<file path="src/design/vwna_pkg.sv">
`timescale 1ns / 1ps

package vwna_pkg;

	localparam int TABLE_DEPTH = 1024;
	localparam int IDX_W       = $clog2(TABLE_DEPTH);
	localparam int CNT_W       = IDX_W + 1;
	localparam int FLOOR_W     = 11;
	localparam int CMP_W       = (CNT_W > FLOOR_W) ? CNT_W : FLOOR_W;
	localparam int VIDX_W      = 10;
	localparam int POS_W       = 32;
	localparam int NORM_W      = 16;
	localparam int SUM_W       = 32;
	localparam int ENTRY_W     = 3 * 32;

	localparam logic CMD_WELD    = 1'b0;
	localparam logic CMD_FACETED = 1'b1;

	typedef struct packed {
		logic accept;
		logic scan;
		logic take_match;
		logic append;
		logic load_out;
	} ctl_cmd_t;

	typedef struct packed {
		logic scan_need;
		logic match;
		logic scan_busy;
		logic out_busy;
	} ctl_sts_t;

	function automatic logic signed [SUM_W-1:0] sat_add(
		input logic signed [SUM_W-1:0]  s,
		input logic signed [NORM_W-1:0] d
	);
		logic [SUM_W:0] r;
		r = {s[SUM_W-1], s} + {{(SUM_W + 1 - NORM_W){d[NORM_W-1]}}, d};
		if (r[SUM_W] != r[SUM_W-1]) begin
			sat_add = r[SUM_W] ? {1'b1, {(SUM_W - 1){1'b0}}} : {1'b0, {(SUM_W - 1){1'b1}}};
		end else begin
			sat_add = r[SUM_W-1:0];
		end
	endfunction

endpackage

</file>
<file path="src/design/vwna_ctrl.sv">
`timescale 1ns / 1ps

module vwna_ctrl (
	input  logic               clk,
	input  logic               arst_n,
	input  logic               in_valid,
	output logic               in_ready,
	input  vwna_pkg::ctl_sts_t sts,
	output vwna_pkg::ctl_cmd_t cmd
);

	typedef enum logic [3:0] {
		ST_IDLE   = 4'b0001,
		ST_SCAN   = 4'b0010,
		ST_APPEND = 4'b0100,
		ST_DONE   = 4'b1000
	} state_t;

	state_t state_q, state_d;

	assign in_ready = (state_q == ST_IDLE);

	always_comb begin
		state_d = state_q;
		cmd     = '0;
		unique case (state_q)
			ST_IDLE: begin
				cmd.accept = in_valid;
				if (in_valid) begin
					state_d = sts.scan_need ? ST_SCAN : ST_APPEND;
				end
			end
			ST_SCAN: begin
				cmd.scan = 1'b1;
				if (sts.match) begin
					cmd.take_match = 1'b1;
					state_d        = ST_DONE;
				end else if (!sts.scan_busy) begin
					state_d = ST_APPEND;
				end
			end
			ST_APPEND: begin
				cmd.append = 1'b1;
				state_d    = ST_DONE;
			end
			ST_DONE: begin
				if (!sts.out_busy) begin
					cmd.load_out = 1'b1;
					state_d      = ST_IDLE;
				end
			end
			default: begin
				state_d = ST_IDLE;
			end
		endcase
	end

	always_ff @(posedge clk or negedge arst_n) begin
		if (!arst_n) begin
			state_q <= ST_IDLE;
		end else begin
			state_q <= state_d;
		end
	end

endmodule

</file>
<file path="config.mk">
export PLATFORM = sky130hd
export DESIGN_NAME = vwna_ctrl
export DESIGN_NICKNAME = d
export VERILOG_FILES = /design/src/design/vwna_pkg.sv /design/src/design/vwna_ctrl.sv
export SDC_FILE = /design/constraint.sdc
export NUM_CORES = 1
export LEC_CHECK = 0
export ABC_AREA = 0
export BUFFER_PORTS_ARGS = -buffer_cell sky130_fd_sc_hd__buf_2
export CAP_MARGIN = 5
export CORE_AREA = 2 2 39 41
export DETAILED_ROUTE_END_ITERATION = 10
export DIE_AREA = 0 0 41 43
export SLEW_MARGIN = 20
export SYNTH_ARGS = -nofsm -noshare
export SYNTH_HDL_FRONTEND = slang
export SYNTH_SLANG_ARGS = --single-unit
</file>
<file path="constraint.sdc">
create_clock -name clk -period 1.2 [get_ports clk]
set_input_delay 0.12 -clock clk [delete_from_list [all_inputs] [get_ports clk]]
set_output_delay 0.12 -clock clk [all_outputs]
set_load 0.05 [all_outputs]
</file>
==> results of run 1 <==
## layout by cell type, fill, tap and decap left out, types with 2 or more instances in the layout
cell      instances
nand2b_1          2
clkbuf_4          3
and2_4            2
buf_2             6
buf_4            11
inv_1             2
nor4b_4           2
dfrtp_2           3
buf_8             4
buf_6             6
nor2_1            3
## area by class of cell
type                       count  area, um2  share of cell area, %
tap                           16      20.02                  3.077
sequential                     4      105.1                  16.15
inverter                       2      7.507                  1.154
multi-input combinational     23      221.5                  34.04
timing repair buffer          29      270.3                  41.54
clock buffer                   4      26.28                  4.038
## worst register-to-register path: cells and delay by family, from the launching register on
| kind | cells | cell delay [ns] |
|---|---|---|
| flip-flops | 1 | 0.57 |
| buffers and inverters | 3 | 0.39 |
| AND/OR/NAND/NOR | 1 | 0.04 |
| AO/OA/AOI/OAI | 1 | 0.23 |
## power by group through the flow
stage / registers, uW / clock network, uW / logic [uW]
2_1_floorplan: 291 / 0 / 519
3_3_place_gp: 304 / 0 / 811
3_5_place_dp: 310 / 0 / 814
4_1_cts: 326 / 192 / 1080
5_1_grt: 322 / 200 / 1300
6_report: 311 / 186 / 1230
## through the flow
stage	worst slack (ns)	TNS [ns]	util [%]
3_3_place_gp	-0.1307	-0.4996	32.82
3_5_place_dp	-0.1472	-0.6401	32.82
6_report	-0.2897	-1.789	47.02
5_1_grt	-0.3349	-2.337	47.02
2_1_floorplan	-0.6419	-4.179	-
4_1_cts	-0.3023	-1.801	43.76
## worst paths after layout
check / endpoint / depth (start not counted)
worst max-delay path: cmd[4] / 3
worst min-delay path: state_q[1] / 2
worst max register to register: state_q[1] / 5
worst min register to register: state_q[3] / 1
max in group asynchronous: state_q[0] / 2
min in group asynchronous: state_q[2] / 2
## what timing repair did
action                                 in CTS  in global routing
hold buffers                                1                  0
buffers inserted                            3                  6
endpoints found under the hold margin       4                  0
setup endpoints to repair                   9                 10
pin swaps                                   3                  0
resized for setup                          26                  3
## cells by family (layout without fill, tap and decap cells)
logic type / after synthesis / in the layout / share of synthesized area (%)
compound gates: 7 / 7 / 18.86
buf+inv: 3 / 35 / 5.265
flops: 4 / 4 / 35.53
simple gates: 16 / 16 / 40.35
## layer usage
layer / vias up / share of wire [%] / track usage, %
met3: 0 / 3.3 / 3.141
met5: - / 0 / 0
met4: 0 / 0 / 4.000
met1: 173 / 38 / 14.01
li1: 175 / - / -
met2: 9 / 58 / 22.81
==> results.py, run 1 <==
metrics = {
    "critical_path": {
        "cp-end-kind": "primary output",
        "startpoint": "state_q[0]",
        "worst-setup-path-type": "reg -> out",
        "cp_max_fo": 4,
        "r2r_slack_ns": -0.15,
        "cp_cell_sequence": "nor4b_4 -> and2_4 -> buf_8",
        "path_buf_inv": 1,
        "crit_slowest_cell": "dfstp_2",
        "start_kind": "flip-flop",
        "cp_top_family": "flip-flops",
        "cp.required_ns": 1.08,
        "r2r-start": "state_q[0]",
        "cp_slowest_stage_delay_ns": 0.57,
        "arrival_ns": 1.37,
    },
    "layout": {
        "reg_top3": "state_q: 4 flops",
        "antenna_cells": 0,
        "n_fill_cell": 143,
        "areaGrowthSynthToFinish_pct": 128.1,
        "drive_gt1_share_pct": 75.81,
        "layout.cells.non_filler": 78,
        "largest_register_ffs": 4,
        "fin_nets": 70,
        "stdcell_area_um2": 650.6,
        "top_register": "state_q",
    },
    "grt": {
        "grt_pass1_vias": 373,
        "grt_overflow_total": 0,
        "gr-usage-all-layers_pct": 12.90,
        "antenna_found_initial": 0,
        "grt_max_degree": 8,
        "grt_pass1_wl_mm": 1.518,
    },
    "detailed_routing": {
        "drc": 0,
        "drt-pass1-iter-count": 2,
        "vias": 357,
        "wl_per_cell_um": 12.58,
        "viasPerCell": 4.577,
        "wirelength_um": 981,
        "ant_nets": 0,
        "drt_iter0_markers": 2,
    },
    "run_status": {
        "violations": "setup timing",
        "outcome": "complete, but fails checks",
    },
    "clock_network": {
        "numCtsBuffers": 3,
        "htreeDepth": 1,
        "clockRootBuffer": "clkbuf_4",
        "clockBufferDepth": 2,
        "cts_tree": "yes",
        "clk_pin_slew_worst_paths_ns": 0.03,
        "clock-sinks": 4,
        "worstSkewPairLatency_ns": 0.24,
    },
    "pwr": {
        "ir_drop_uv": 1295,
        "powerDensity_mw_per_mm2": 2656,
        "seqPwrFrac_pct": 18.0,
        "clkPwrFrac_pct": 10.7,
        "p_comb_share_pct": 71.2,
        "p_sw_uw": 712.9,
        "p_sw_share_pct": 41.26,
        "leakagePower_uw": 0.0002941,
        "intPower_uw": 1015,
        "p_total_uw": 1728,
    },
    "sta": {
        "hold_ws_ns": 0.1349,
        "fin_ws_ns": -0.2897,
        "setup_viol": 10,
        "slew_viol_final": 0,
        "layout_worst_path_cycle_share_pct": 124.1,
        "fmax_ghz": 0.6713,
        "worst_pin_slew_ns": 0.2379,
        "rsz0062_at_grt": "true",
        "maxSlewHeadroom_pct": 84.07,
        "min_period_ns": 1.490,
        "hold_viol": 0,
        "fin_skew_ns": 0.01220,
    },
    "synth": {
        "ys.flop_type": "dfrtp_1",
        "async_flop_share_pct": 100.0,
        "synth_area_um2": 285.3,
        "ys.warnings.count": 0,
        "yosys.cell_types.count": 22,
        "syn_area_per_cell_um2": 9.509,
        "synth_area_leader_cell": "dfrtp_1",
        "ys_ff_latch": 4,
        "ys_top_cells_by_area": "dfrtp_1 26%, dfstp_2 9.2%, nor4b_4 8.3%",
        "syn_nets": 37,
        "seq_area_frac_synth_pct": 35.53,
        "synthTopCellsByCount": "3 x dfrtp_1, 3 x nand2b_1, 3 x nor2_1",
        "synth.top_cell.area_share_pct": 26.32,
        "synthCells": 30,
        "synth-edff-count": 0,
    },
    "placed_design": {
        "gp_congestion": 0.7128,
        "port_buffers": 12,
        "dp.cells": 65,
        "postPlaceCellArea_um2": 454.2,
        "place_hpwl_um": 632.4,
    },
    "floorplanning": {
        "std_cell_rows": 14,
        "die_y_um": 43,
        "start_util_pct": 20.61,
        "die-area_mm2": 0.001763,
        "io_pins": 13,
        "fp.dieW_um": 41,
        "coreArea_mm2": 0.001384,
    },
    "hold_path": {
        "hp-start": "sts[3]",
        "hp-class": "in -> reg",
    },
    "job": {
        "maxCapViolations": 0,
    },
}
(Power assumes the default switching activity.)
==> inputs of run 2 (changes only) <==
--- a/config.mk
+++ b/config.mk
@@ -8,9 +8,12 @@
 export ABC_AREA = 0
 export BUFFER_PORTS_ARGS = -buffer_cell sky130_fd_sc_hd__buf_2
 export CAP_MARGIN = 5
-export CORE_AREA = 2 2 39 41
+export CELL_PAD_IN_SITES_DETAIL_PLACEMENT = 1
+export CELL_PAD_IN_SITES_GLOBAL_PLACEMENT = 2
+export CORE_MARGIN = 2
+export CORE_UTILIZATION = 20
 export DETAILED_ROUTE_END_ITERATION = 10
-export DIE_AREA = 0 0 41 43
+export PLACE_DENSITY_LB_ADDON = 0.1
 export SLEW_MARGIN = 20
 export SYNTH_ARGS = -nofsm -noshare
 export SYNTH_HDL_FRONTEND = slang
==> run 2 against run 1 <==
The run still ends with setup timing left. Global-route usage grew 2.0 points. Setup slack better by 0.015 ns. Maximum frequency grew 1.0%. Power decreased by 4.6%. Sequential share of layout area up 0.51 points. Critical path type unchanged.
==> results.py, run 2 (same netlist as run 1, synthesis figures left out) <==
metrics = {
    "placed_design": {
        "postPlaceCellArea_um2": 432.9,
        "place_hpwl_um": 689.1,
        "port_buffers": 12,
        "gp_congestion": 0.6856,
    },
    "layout": {
        "largest_register_ffs": 4,
        "antenna_cells": 0,
        "layout_common_cells": "8 x buf_6, 7 x buf_4, 6 x buf_2",
        "top_register": "state_q",
        "fin_nets": 67,
        "final_common_cell": "buf_6",
        "stdcell_area_um2": 630.6,
        "drive_gt1_share_pct": 74.58,
        "areaGrowthSynthToFinish_pct": 121.1,
        "reg_top3": "state_q: 4 flops",
    },
    "grt": {
        "grt_pass1_wl_mm": 1.980,
        "grt_overflow_total": 0,
        "grt_max_degree": 8,
        "grt_pass1_vias": 399,
        "gr-usage-all-layers_pct": 14.87,
        "antenna_found_initial": 0,
    },
    "detailed_routing": {
        "wirelength_mm": 1.060,
        "drt_iter0_markers": 3,
        "drt-pass1-iter-count": 3,
        "wl_per_cell_um": 14.32,
        "drc": 0,
        "vias": 363,
        "viasPerCell": 4.905,
        "ant_nets": 0,
    },
    "run_status": {
        "violations": "setup timing",
        "outcome": "complete, but fails checks",
    },
    "sta": {
        "fin_skew_ns": 0.009091,
        "slew_viol_final": 0,
        "fmax_ghz": 0.6780,
        "worst_pin_slew_ns": 0.2345,
        "hold_ws_ns": 0.1431,
        "layout_worst_path_cycle_share_pct": 122.9,
        "min_period_ns": 1.475,
        "maxSlewHeadroom_pct": 84.30,
        "hold_viol": 0,
        "setup_viol": 9,
        "fin_ws_ns": -0.2749,
        "rsz0062_at_grt": "true",
    },
    "hold_path": {
        "hp-class": "in -> reg",
        "worstHoldEndpoint": "state_q[1]",
        "hold_depth": 2,
        "hp-start": "sts[3]",
    },
    "pwr": {
        "clkPwrFrac_pct": 11.3,
        "p_sw_share_pct": 43.71,
        "powerDensity_mw_per_mm2": 2615,
        "seqPwrFrac_pct": 19.0,
        "p_sw_uw": 720.8,
        "p_comb_share_pct": 69.6,
        "intPower_uw": 928.1,
        "leakagePower_uw": 0.0002789,
        "ir_drop_uv": 1055,
    },
    "clock_network": {
        "worstSkewPairLatency_ns": 0.24,
        "cts_tree": "yes",
        "numCtsBuffers": 3,
        "clockRootBuffer": "clkbuf_4",
        "clk_pin_slew_worst_paths_ns": 0.04,
        "clockBufferDepth": 2,
        "htreeDepth": 1,
        "clock-sinks": 4,
    },
    "critical_path": {
        "r2r_slack_ns": -0.11,
        "ff2ff_path_depth": 5,
        "cp-end-kind": "primary output",
        "worst-setup-path-type": "reg -> out",
        "arrival_ns": 1.35,
        "start_kind": "flip-flop",
        "r2r-end": "state_q[2]",
        "cp.required_ns": 1.08,
        "r2r-start": "state_q[3]",
        "cp_max_fo": 5,
    },
    "floorplanning": {
        "die-area_mm2": 0.001744,
        "coreArea_mm2": 0.001318,
        "std_cell_rows": 13,
        "fp.dieW_um": 41.77,
        "io_pins": 13,
        "die_y_um": 41.77,
        "start_util_pct": 21.65,
    },
    "job": {
        "maxCapViolations": 0,
    },
}
run 2: worst max path at each step:
stage / start / end / slack, ns / depth (start not counted)
6_report: state_q[3] / cmd[4] / -0.27 / 3
3_5_place_dp: state_q[3] / cmd[3] / -0.11 / 3
4_1_cts: state_q[0] / cmd[2] / -0.27 / 4
3_3_place_gp: state_q[3] / cmd[2] / -0.11 / 3
2_1_floorplan: state_q[0] / state_q[1] / -0.64 / 3
5_1_grt: state_q[0] / cmd[4] / -0.35 / 3
run 2: area by class of cell:
class / instances / area (um2)
Inverter: 2 / 7.507
Clock buffer: 4 / 26.28
Timing Repair Buffer: 26 / 242.7
Fill cell: 149 / 686.9
Sequential cell: 4 / 105.1
Tap cell: 15 / 18.77
Multi-Input combinational cell: 23 / 230.2
run 2: worst max-delay path, stage by stage (launching register included):
cell and delay, ns:
dfrtp_2 0.46, nor4b_4 0.30, and2_4 0.20, buf_8 0.14
run 2: repair_timing:
action,in CTS,in global routing
gates resized for setup,29,2
setup endpoints to repair,9,9
hold endpoints to repair,4,0
setup buffers,6,0
hold buffers,1,0
pin swaps,4,1
run 2: power by group through the flow:
stage,Clock (uW),Combinational (uW),Sequential [uW]
detailed placement,0,780,297
global route,209,1220,324
finish,187,1150,314
floorplan,0,519,291
CTS,194,1100,315
global placement,0,777,292
run 2: through the flow:
stage,setup slack (ns),total power (uW),TNS [ns],cells,utilization [%]
finish,-0.2749,1649,-1.709,74,47.86
global route,-0.3473,1757,-2.283,74,47.86
CTS,-0.2703,1608,-1.677,74,47.10
detailed placement,-0.1111,1077,-0.5740,63,32.86
global placement,-0.1132,1069,-0.4985,63,32.86
floorplan,-0.6419,809.5,-4.179,30,-
run 2: per-layer routing:
metal	wire, um	track usage (%)
met5	0	0
met4	23	9.032
met3	58	4.783
met2	520	23.75
met1	457	17.06
==> inputs of run 3 (changes only) <==
--- a/config.mk
+++ b/config.mk
@@ -6,13 +6,14 @@
 export NUM_CORES = 1
 export LEC_CHECK = 0
 export ABC_AREA = 0
-export BUFFER_PORTS_ARGS = -buffer_cell sky130_fd_sc_hd__buf_2
+export ABC_CLOCK_PERIOD_IN_PS = 1200
 export CAP_MARGIN = 5
 export CELL_PAD_IN_SITES_DETAIL_PLACEMENT = 1
 export CELL_PAD_IN_SITES_GLOBAL_PLACEMENT = 2
-export CORE_MARGIN = 2
-export CORE_UTILIZATION = 20
+export CORE_AREA = 8 8 45 47
 export DETAILED_ROUTE_END_ITERATION = 10
+export DIE_AREA = 0 0 53 55
+export DONT_BUFFER_PORTS = 1
 export PLACE_DENSITY_LB_ADDON = 0.1
 export SLEW_MARGIN = 20
 export SYNTH_ARGS = -nofsm -noshare
==> run 3 against run 2 <==
The run still ends with setup timing left. Utilization up 1.1 points. Critical path depth stayed put. Highest routed layer is now met3. Count of clock-buffer cells in the layout unchanged. Combinational power grew 17%. Sequential power down 5%. Die area up 67%. Register-to-register slack worse by 0.06 ns. Power up 11%. Setup slack gained 0.0011 ns. Clock skew down 0.0079 ns.
==> results.py, run 3 (same netlist as run 1, synthesis figures left out) <==
metrics = {
    "run_status": {
        "outcome": "complete, but fails checks",
        "violations": "setup timing",
    },
    "detailed_routing": {
        "vias": 328,
        "viasPerCell": 4.373,
        "drc": 0,
        "drt_iter0_markers": 0,
        "ant_nets": 0,
        "wl_per_cell_um": 15.49,
        "drt-pass1-iter-count": 1,
        "wirelength_mm": 1.162,
    },
    "sta": {
        "setup_viol": 9,
        "fin_ws_ns": -0.2738,
        "slew_viol_final": 0,
        "layout_worst_path_cycle_share_pct": 122.8,
        "hold_ws_ns": 0.03855,
        "worst_pin_slew_ns": 0.2412,
        "fmax_ghz": 0.6785,
        "maxSlewHeadroom_pct": 83.85,
        "hold_viol": 0,
        "fin_skew_ns": 0.001156,
        "min_period_ns": 1.474,
        "rsz0062_at_grt": "true",
    },
    "clock_network": {
        "clockBufferDepth": 2,
        "cts_tree": "yes",
        "numCtsBuffers": 3,
        "clockRootBuffer": "clkbuf_4",
        "worstSkewPairLatency_ns": 0.23,
        "clock-sinks": 4,
        "clk_pin_slew_worst_paths_ns": 0.04,
        "htreeDepth": 1,
    },
    "grt": {
        "gr-usage-all-layers_pct": 9.469,
        "grt_pass1_vias": 404,
        "antenna_found_initial": 0,
        "grt_pass1_wl_mm": 1.911,
        "grt_max_degree": 8,
        "grt_overflow_total": 0,
    },
    "layout": {
        "drive_gt1_share_pct": 77.97,
        "reg_top3": "state_q: 4 flops",
        "fin_nets": 67,
        "areaGrowthSynthToFinish_pct": 137.7,
        "final_common_cell": "buf_4",
        "layout_common_cells": "11 x buf_4, 10 x buf_6, 3 x nor2_1, 3 x clkbuf_4, 3 x dfrtp_2",
        "largest_register_ffs": 4,
        "top_register": "state_q",
        "antenna_cells": 0,
    },
    "critical_path": {
        "cp-end-kind": "primary output",
        "arrival_ns": 1.35,
        "worst-setup-path-type": "reg -> out",
        "cp_max_fo": 3,
        "start_kind": "flip-flop",
        "cp.required_ns": 1.08,
    },
    "floorplanning": {
        "std_cell_rows": 14,
        "coreArea_mm2": 0.001384,
        "die_y_um": 55,
        "io_pins": 13,
        "start_util_pct": 20.61,
        "fp.dieW_um": 53,
        "die-area_mm2": 0.002915,
    },
    "pwr": {
        "ir_drop_uv": 1159,
        "leakagePower_uw": 0.0002933,
        "powerDensity_mw_per_mm2": 2695,
        "p_total_uw": 1828,
    },
    "placed_design": {
        "place_hpwl_um": 897.1,
        "gp_congestion": 0.6808,
        "port_buffers": 0,
    },
    "hold_path": {
        "hp-class": "in -> reg",
    },
    "job": {
        "maxCapViolations": 0,
    },
}
[run 3: cell counts in the layout (fill, tap and decap cells not counted)]
Identical to the previous run, type by type.
[run 3: per-layer routing]
metal,share of wire [%],track usage (%),wire length [um]
met5,0,0,0
met4,0,7.759,0
met3,8.7,4.011,101
met2,57,16.80,667
met1,34,8.244,392
[run 3: worst paths after layout]
check | depth (start not counted) | start | slack (ns) | endpoint
min in group asynchronous | 1 | arst_n | 0.16 | state_q[3]
max reg2reg | 5 | state_q[0] | -0.17 | state_q[1]
max | 3 | state_q[0] | -0.27 | cmd[4]
min | 1 | sts[3] | 0.04 | state_q[1]
min reg2reg | 3 | state_q[2] | 0.69 | state_q[3]
max in group asynchronous | 1 | arst_n | 0.80 | state_q[0]
[run 3: through the flow]
stage	cell area, um2	std cells	util (%)	setup slack [ns]	TNS [ns]
floorplan	309.0	30	-	-0.6419	-4.179
global placement	464.2	60	33.54	-0.08014	-0.3467
detailed placement	464.2	60	33.54	-0.09613	-0.5117
CTS	598.1	71	43.22	-0.3068	-2.073
global route	678.2	75	49.01	-0.3024	-2.182
finish	678.2	75	49.01	-0.2738	-1.798
[run 3: repair_timing]
action	4_1_cts	5_1_grt
hold endpoints to repair	4	0
hold buffers	1	0
gates resized for setup	14	13
pin swaps	6	5
buffers inserted	7	6
endpoints found under the setup margin	10	10
[run 3: worst max-delay path, cell delays in order, from the launching register on]
cell and delay, ns:
dfstp_2 0.55, nor4b_4 0.23, and2_4 0.21, buf_12 0.13
[run 3: cell type report]
class	count	area [um2]
Clock buffer	4	26.28
Fill cell	156	705.7
Sequential cell	4	105.1
Timing Repair Buffer	26	275.3
Inverter	2	7.507
Multi-Input combinational cell	23	244.0
Tap cell	16	20.02
[run 3: report_power, final]
group / internal (uW) / leakage (uW) / total (uW) / switching [uW]
clock network: 125 / 0.0000150 / 183 / 58.0
logic: 748 / 0.000232 / 1350 / 599
registers: 203 / 0.0000464 / 297 / 94.6
